## config.mk

```make
export PLATFORM = sky130hd
export DESIGN_NAME = arfp_ptr
export DESIGN_NICKNAME = d
export VERILOG_FILES = /design/src/rtl/core/arfp_pkg.sv /design/src/rtl/core/arfp_ptr.sv
export SDC_FILE = /design/constraint.sdc
export NUM_CORES = 1
export LEC_CHECK = 0
export BUFFER_PORTS_ARGS = -buffer_cell sky130_fd_sc_hd__buf_2
export CAP_MARGIN = 20
export CORE_MARGIN = 10
export CORE_UTILIZATION = 30
export CTS_CLUSTER_DIAMETER = 200
export DETAILED_ROUTE_END_ITERATION = 12
export PLACE_DENSITY = 0.5
export SLEW_MARGIN = 20
export SYNTH_ARGS = -nofsm -noshare
export SYNTH_HDL_FRONTEND = slang
export SYNTH_SLANG_ARGS = --single-unit
```

## constraint.sdc

```tcl
create_clock -name clk -period 5.2 [get_ports clk]
set_clock_uncertainty 0.05 [all_clocks]
set_input_delay 0.26 -clock clk [delete_from_list [all_inputs] [get_ports clk]]
set_output_delay 0.26 -clock clk [all_outputs]
set_load 0.01 [all_outputs]
```

## src/rtl/core/arfp_pkg.sv

```systemverilog
// Shared types and codes for the audio ring frame packetizer.
package arfp_pkg;

  localparam int unsigned FLEN_W  = 6;
  localparam int unsigned SPACE_W = 13;

  typedef enum logic [1:0] {
    CMD_WRITE   = 2'd0,
    CMD_FRAME   = 2'd1,
    CMD_RESTART = 2'd2
  } cmd_t;

  typedef enum logic [1:0] {
    KIND_WRITE_ACK   = 2'd0,
    KIND_FRAME_BYTE  = 2'd1,
    KIND_RESTART_ACK = 2'd2
  } kind_t;

  typedef enum logic [1:0] {
    ST_IDLE,
    ST_FRAME,
    ST_DRAIN
  } state_t;

  typedef struct packed {
    logic [1:0] cmd;
    logic [7:0] data_byte;
  } in_item_t;

  typedef struct packed {
    logic [1:0]         kind;
    logic [7:0]         out_byte;
    logic               accepted;
    logic               silence;
    logic [FLEN_W-1:0]  frame_len;
    logic               last;
    logic [SPACE_W-1:0] free_space;
  } out_item_t;

  typedef struct packed {
    logic wr_adv;
    logic rd_adv;
    logic clear;
  } ptr_op_t;

endpackage

```

## src/rtl/core/arfp_ptr.sv

```systemverilog
// Ring pointers and fill count, advanced through one shared wrap incrementer.
module arfp_ptr
  import arfp_pkg::*;
#(
  parameter int unsigned RING_DEPTH = 8192
) (
  input  logic                          clk,
  input  logic                          rst_n,
  input  ptr_op_t                       op,
  output logic [$clog2(RING_DEPTH)-1:0] wr_ptr,
  output logic [$clog2(RING_DEPTH)-1:0] rd_ptr,
  output logic [$clog2(RING_DEPTH)-1:0] held
);

  localparam int unsigned AW = $clog2(RING_DEPTH);

  logic [AW-1:0] wr_r, wr_nxt;
  logic [AW-1:0] rd_r, rd_nxt;
  logic [AW-1:0] held_r, held_nxt;
  logic [AW-1:0] sel;
  logic [AW-1:0] bumped;

  // Only one pointer moves in any cycle, so one incrementer serves both.
  assign sel    = op.rd_adv ? rd_r : wr_r;
  assign bumped = (sel == AW'(RING_DEPTH - 1)) ? '0 : sel + 1'b1;

  always_comb begin
    wr_nxt   = wr_r;
    rd_nxt   = rd_r;
    held_nxt = held_r;
    if (op.clear) begin
      wr_nxt   = '0;
      rd_nxt   = '0;
      held_nxt = '0;
    end else if (op.rd_adv) begin
      rd_nxt   = bumped;
      held_nxt = held_r - 1'b1;
    end else if (op.wr_adv) begin
      wr_nxt   = bumped;
      held_nxt = held_r + 1'b1;
    end
  end

  always_ff @(posedge clk) begin
    if (!rst_n) begin
      wr_r   <= '0;
      rd_r   <= '0;
      held_r <= '0;
    end else begin
      wr_r   <= wr_nxt;
      rd_r   <= rd_nxt;
      held_r <= held_nxt;
    end
  end

  assign wr_ptr = wr_r;
  assign rd_ptr = rd_r;
  assign held   = held_r;

endmodule

```

==> results of run 1 <==
==> sequential cells by signal (all words and copies together) (netlist names) <==
register and count:
wr_ptr 13, rd_ptr 13, held 13
==> where the power goes <==
| part | leakage, nW | internal (mW) | switching (mW) |
|---|---|---|---|
| Clock | 0.0654 | 0.192 | 0.115 |
| Combinational | 0.825 | 0.0454 | 0.0612 |
| Sequential | 0.316 | 0.306 | 0.00711 |
==> layout make-up <==
| class | instances | area (um2) | share of cell area [%] |
|---|---|---|---|
| clock buffer | 6 | 72.57 | 2.669 |
| tap | 99 | 123.9 | 4.556 |
| inverter | 3 | 11.26 | 0.4142 |
| sequential | 39 | 780.7 | 28.72 |
| timing repair buffer | 45 | 230.2 | 8.468 |
| multi-input combinational | 223 | 1440 | 52.97 |
| clock inverter | 2 | 60.06 | 2.209 |
==> cells by family (layout without fill, tap and decap cells) <==
family                     Yosys count  count (layout)  share of synthesized area, %
AOI/OAI and AO/OA                   60              60                         16.40
xor gates and xnor gates            21              21                         7.959
adders and majority gates           13              13                         7.363
buffers and inverters               16              56                         3.898
DFF                                 39              39                         33.78
muxes                                9               9                         4.007
and+or+nand+nor                    120             120                         26.58
==> worst reg2reg max path, cell delays in order (launching register included) <==
cell	delay, ps
dfxtp_1	360
fa_1	440
a21oi_1	220
nor2_1	90
o31a_1	340
a211oi_1	320
nor3_1	90
o21ai_0	160
nor3b_1	170
==> metrics by stage <==
stage	area [um2]	hold slack, ps	utilization (%)	worst slack, ps
after floorplan	2311	441.5	-	2681
after global placement	2586	414.6	35.09	2485
after detailed placement	2586	419.7	35.09	2481
after CTS	2719	411.4	36.89	2790
after global routing	2719	443.8	36.89	2537
final	2719	404.6	36.89	2780
==> metal layers <==
layer,vias up,global-route usage [%]
li1,1057,-
met1,919,12.49
met2,34,15.52
met3,7,3.772
met4,0,4.008
met5,-,0
==> cells in the final DEF, fill, tap and decap left out, types with 2 or more instances in the layout <==
cell,n
o21bai_1,2
nor2b_1,3
o21a_1,3
nor2_1,41
inv_1,3
buf_4,2
or3_1,2
and3_1,4
xor2_1,11
a21oi_1,27
a22o_1,2
clkbuf_8,5
nor3_1,7
mux2_2,2
o41ai_1,2
nand3_1,10
nor4b_1,3
buf_2,43
xnor2_1,10
dfxtp_1,39
nand2b_1,3
mux2i_1,7
a21o_1,6
nand2_1,27
bufinv_16,2
nand3b_1,5
ha_1,12
a211oi_1,4
o21ai_0,7
nor4_1,2
o21ai_1,2
and2_1,3
==> final timing paths <==
check            from        end  slack (ps)  depth (start not counted)
min reg2reg  held[10]   held[10]         420                          2
max reg2reg   held[0]   held[12]        2880                          8
min             op[2]    held[2]         400                          3
max             op[1]  rd_ptr[9]        2780                         10
==> impl_results.md, run 1 <==
* Min-delay worst type: in2reg
* Largest net degree at the start of global routing at 50
* Final Hold Viols at 0
* Die W at 107.8 um
* Endpoints failing setup at 0
* Fraction of layout cells with a size suffix above 1 at 19.50%
* Met2 Wirelength at 2427 um
* Sink Count at 39
* Area contributors post-synth: dfxtp_1, nor2_1, ha_1, a21oi_1, nand2_1
* 1st-iter DRT viols at 79
* Max clock buf depth at 2
* Sequential share of the synthesized area at 33.78%
* Worst setup SP type: input pin
* CTS Buf Count at 5
* Worst-margin pin slew at 809.8 ps
* Largest stage delay, worst path at 430 ps
* Port bufs at 43
* Wire per inst at 13.53 um
* Count of max-cap constraint violations at 0
* Root Driver: clkbuf_8
* CP max-delay cell: buf_4
* Die ar. at 11,610 um2
* Post-synth top area share at 33.78%
* Mapped Nets at 296
* Worst Setup End Kind: flop
* Num rows at 31
* Dominant cell type by area after synthesis: dfxtp_1
* Worst skew pair latency at 300 ps
* CTS tree: done
* Die height at 107.8 um
* Max layer used: met4
* Critical path class: in2reg
* Post-synth EDFFs at 0
* Fin cells at 417
* Post-cts hold buffer count at 0
* Post-synth top cells: nor2_1, dfxtp_1, a21oi_1, nand2_1, ha_1
* Critical Path RT at 5390 ps
* Top FF cell, synth: dfxtp_1
* Gpl congestion at 0.7858
* Inserted Diodes at 0
* Post-cts resize count at 0
* Final HPWL DP at 4124 um
* Ports at 44
* Slew HR at 45.82%
* Number of synthesized register bits at 39
* Layout area overhead at 17.65%
* Worst EP arrival at 2610 ps
* WL met1 at 2779 um
* # DRC at 0
* F_max at 413.3 MHz
* Antenna violations before repair at 0
* Met3 wire len at 345 um
* Synth cell types at 50
* Netlist Area Pre-Place at 2311 um2
* Minimum clock period at 2420 ps
* Total gr overflow at 0
* Cell count after placement at 409
* H-tree Lvls at 2
* P per Cell Area at 267.4 nW/um2
* Most frequent cell after synthesis: nor2_1
* Core area at 7370 um2
* Vias in the first global route at 2,014
* Top delay family on crit path: simple AND/OR/NAND/NOR gates
* Postcts setup bufs at 0
* Cells along the critical path: buf_2, buf_4, mux2_2, ha_1, a21boi_2, and3_1, and3_2, nor4b_1, a21oi_1, nor2_1
* Post-Synthesis Cells at 278
* Initial Utilization at 31.36%
* Max-slew violations at 0
* Setup TNS at 0 ps
* DRT Pass-1 Iters at 4
* Mean Syn Cell Area at 8.313 um2
* Tot GR Track Use at 10.12%
* Maximum vdd drop at 0.0001449 V
* Fill cell total of the finished layout at 809
* DR vias at 2,017
* Routed WL at 5642 um
* Critical path buffers and inverters at 2
* Tot Pwr at 0.7269 mW
* Status: finished, final reports clean
* Routed Antenna Nets at 0
* RSZ-0062 raised after global routing: no
* Crit-path max FO at 49
* Asr flop ratio synth at 0%
* Leakage at 1.207 nW
* First-pass GRT wire length at 9749 um
* Final #Nets at 335
* Routed vias/inst at 4.837
* Period utilization at 46.53%
* CTS clk-pin slew, worst paths at 80 ps
* Warnings from Yosys at 0
Power figures use the tool's default switching activity.
==> inputs of run 2 (changes only) <==
==> constraint.sdc (replaced) <==
create_clock -name clk -period 2.5 [get_ports clk]
set_clock_uncertainty 0.05 [all_clocks]
set_input_delay 0.125 -clock clk [delete_from_list [all_inputs] [get_ports clk]]
set_output_delay 0.125 -clock clk [all_outputs]
set_load 0.01 [all_outputs]
==> impl_results.md, run 2 (synthesis results as in run 1) <==
* Status: finished, final reports clean
* Num rows at 31 (unchanged)
* Die ar. at 11,610 um2 (unchanged)
* F_max at 429.6 MHz
* Antenna violations before repair at 0 (unchanged)
* Worst setup SP type: flop
* Sw Pwr at 0.3906 mW (+110%)
* Sw Share at 29.55% (+4.3 points)
* Gpl congestion at 0.7826 (-0.41%)
* Post-cts hold buffer count at 0 (unchanged)
* Minimum clock period at 2328 ps
* Critical Path RT at 2670 ps (-2720 ps)
* Total gr overflow at 0 (unchanged)
* Slew HR at 44.44% (-1.4 points)
* Routed WL at 6051 um (+7.2%)
* Largest net degree at the start of global routing at 22 (-56%)
* Wire per inst at 14.24 um (+5.2%)
* Largest stage delay, worst path at 440 ps (about the same)
* Leakage at 1.224 nW (+1.4%)
* Top delay family on crit path: compound AO/OA/AOI/OAI gates
* P per Cell Area at 484.0 nW/um2 (+81%)
* Busiest grt layer: met2
* Routed Antenna Nets at 0 (unchanged)
* Critical path class: reg2reg
* Inserted Diodes at 0 (unchanged)
* Critical path buffers and inverters at 0 (-2)
* First-pass GRT wire length at 10,180 um (+4.4%)
* Met1 usage at 13.85% (+1.4 points)
* Root Driver: clkbuf_8
* Worst Setup End Kind: flop
* Crit-path max FO at 4 (-92%)
* Clock share of power at 33.3% (-8.9 points)
* Period utilization at 93.12%
* # DRC at 0 (unchanged)
* Final Util at 37.06% (+0.17 points)
* Fraction of layout cells with a size suffix above 1 at 21.47% (+2.0 points)
* Most frequent cells in the layout: buf_2, nor2_1, dfxtp_1, nand2_1, a21oi_1
* Final Hold Viols at 0 (unchanged)
* Final #Nets at 343 (+2.4%)
* Reg2reg start: held[0]
* Sink Count at 39 (unchanged)
* Die height at 107.8 um (unchanged)
* Cell count after placement at 417 (+2.0%)
* Tot Pwr at 1.322 mW (+82%)
* Tot GR Track Use at 10.70% (+0.58 points)
* Hold path cells at 3 (unchanged)
* CTS clk-pin slew, worst paths at 80 ps (about the same)
* Die W at 107.8 um (unchanged)
* Cells along the critical path: fa_1, a21oi_1, nor2_1, o31a_1, a211oi_1, nor3_1, o21ai_0, nor3b_1
* Post-cts resize count at 0 (unchanged)
* Core area at 7370 um2 (unchanged)
* 1st-iter DRT viols at 80 (+1.3%)
* Max-slew violations at 0 (unchanged)
* Worst r2r dst: held[12]
* Initial Utilization at 31.36% (unchanged)
* Max clock buf depth at 2 (unchanged)
* Endpoints failing setup at 0 (unchanged)
* RSZ-0062 raised after global routing: no
* CP max-delay cell: fa_1
* DRT Pass-1 Iters at 4 (unchanged)
* Final HPWL DP at 4490 um (+8.9%)
* Most common cell after layout, fill and taps aside: buf_2
* Worst EP arrival at 2490 ps (-120 ps)
* Worst setup startpoint: held[0]
* Setup TNS at 0 ps (unchanged)
* Hold path start: op[1]
* Min-delay worst type: in2reg
* Met3 usage at 3.413% (-0.36 points)
* DR vias at 2,038 (+1.0%)
* CTS Buf Count at 5 (unchanged)
* Final WS setup at 172.0 ps (-2608 ps)
* Vias in the first global route at 2,036 (+1.1%)
* Worst reg2reg path depth at 8 (unchanged)
* Maximum vdd drop at 0.0001651 V (+14%)
* CTS tree: done
* Ports at 44 (unchanged)
* Worst skew pair latency at 300 ps (about the same)
* Fin cells at 425 (+1.9%)
* Combinational Power Share at 17.3% (+2.6 points)
* H-tree Lvls at 2 (unchanged)
* Routed vias/inst at 4.795 (-0.86%)
* Worst-margin pin slew at 833.4 ps (+23.69 ps)
* Postcts setup bufs at 0 (unchanged)
* Layout area overhead at 18.19%
* Count of max-cap constraint violations at 0 (unchanged)
* Fill cell total of the finished layout at 801 (-0.99%)
* Dpl ws at 149.7 ps (-2331 ps)
* Power Internal at 0.9314 mW (+71%)
* GR Util met2 at 16.22% (+0.69 points)
* Reg power frac at 49.4% (+6.3 points)
* Worst R2R Setup Slack at 170 ps (-2710 ps)
* Port bufs at 43 (unchanged)
* WHS Endpoint: rd_ptr[1]
-- run 2: changes by cell type in the layout (fill, tap and decap cells not counted), sizes merged --
cell / before / now
buf: 45 / 53
clkinv: 0 / 1
bufinv: 2 / 0
clkinvlp: 0 / 1
-- run 2: how the worst max path moves through the flow --
stage	to	slack (ps)	cells past startpoint
CTS	held[12]	170	8
detailed placement	held[12]	150	9
finish	held[12]	170	8
floorplan	rd_ptr[7]	120	12
global route	held[12]	10	8
global placement	held[12]	230	9
-- run 2: power by group through the flow --
stage          combinational [mW]  clock (mW)  sequential, mW
6_report                    0.229       0.441           0.653
5_1_grt                     0.262       0.484           0.655
4_1_cts                     0.232       0.457           0.653
3_5_place_dp                0.230           0           0.667
3_3_place_gp                0.232           0           0.667
2_1_floorplan               0.165           0           0.672
-- run 2: worst min-delay path, delay by kind of cell --
family	cells	cell delay, ps
and+or+nand+nor	1	130
buffers and inverters	1	220
AOI/OAI and AO/OA	1	50
-- run 2: cell type report --
| cell class | instances | area [um2] | share of cell area [%] |
|---|---|---|---|
| inverter | 3 | 11.26 | 0.4123 |
| clock inverter | 2 | 12.51 | 0.4581 |
| sequential | 39 | 780.7 | 28.58 |
| clock buffer | 6 | 72.57 | 2.657 |
| timing repair buffer | 53 | 290.3 | 10.63 |
| tap | 99 | 123.9 | 4.535 |
| multi-input combinational | 223 | 1440 | 52.73 |
-- run 2: per-layer routing --
layer  vias to the layer above  routed length, um
li1                       1065                  -
met1                       933               3023
met2                        34               2594
met3                         6                341
met4                         0                 90
met5                         -                  0
-- run 2: stage by stage --
stage | instance area, um2 | hold WS [ps]
3_3_place_gp | 2646 | 423.5
2_1_floorplan | 2311 | 392.8
4_1_cts | 2731 | 227.8
6_report | 2731 | 232.2
5_1_grt | 2731 | 251.0
3_5_place_dp | 2646 | 426.9
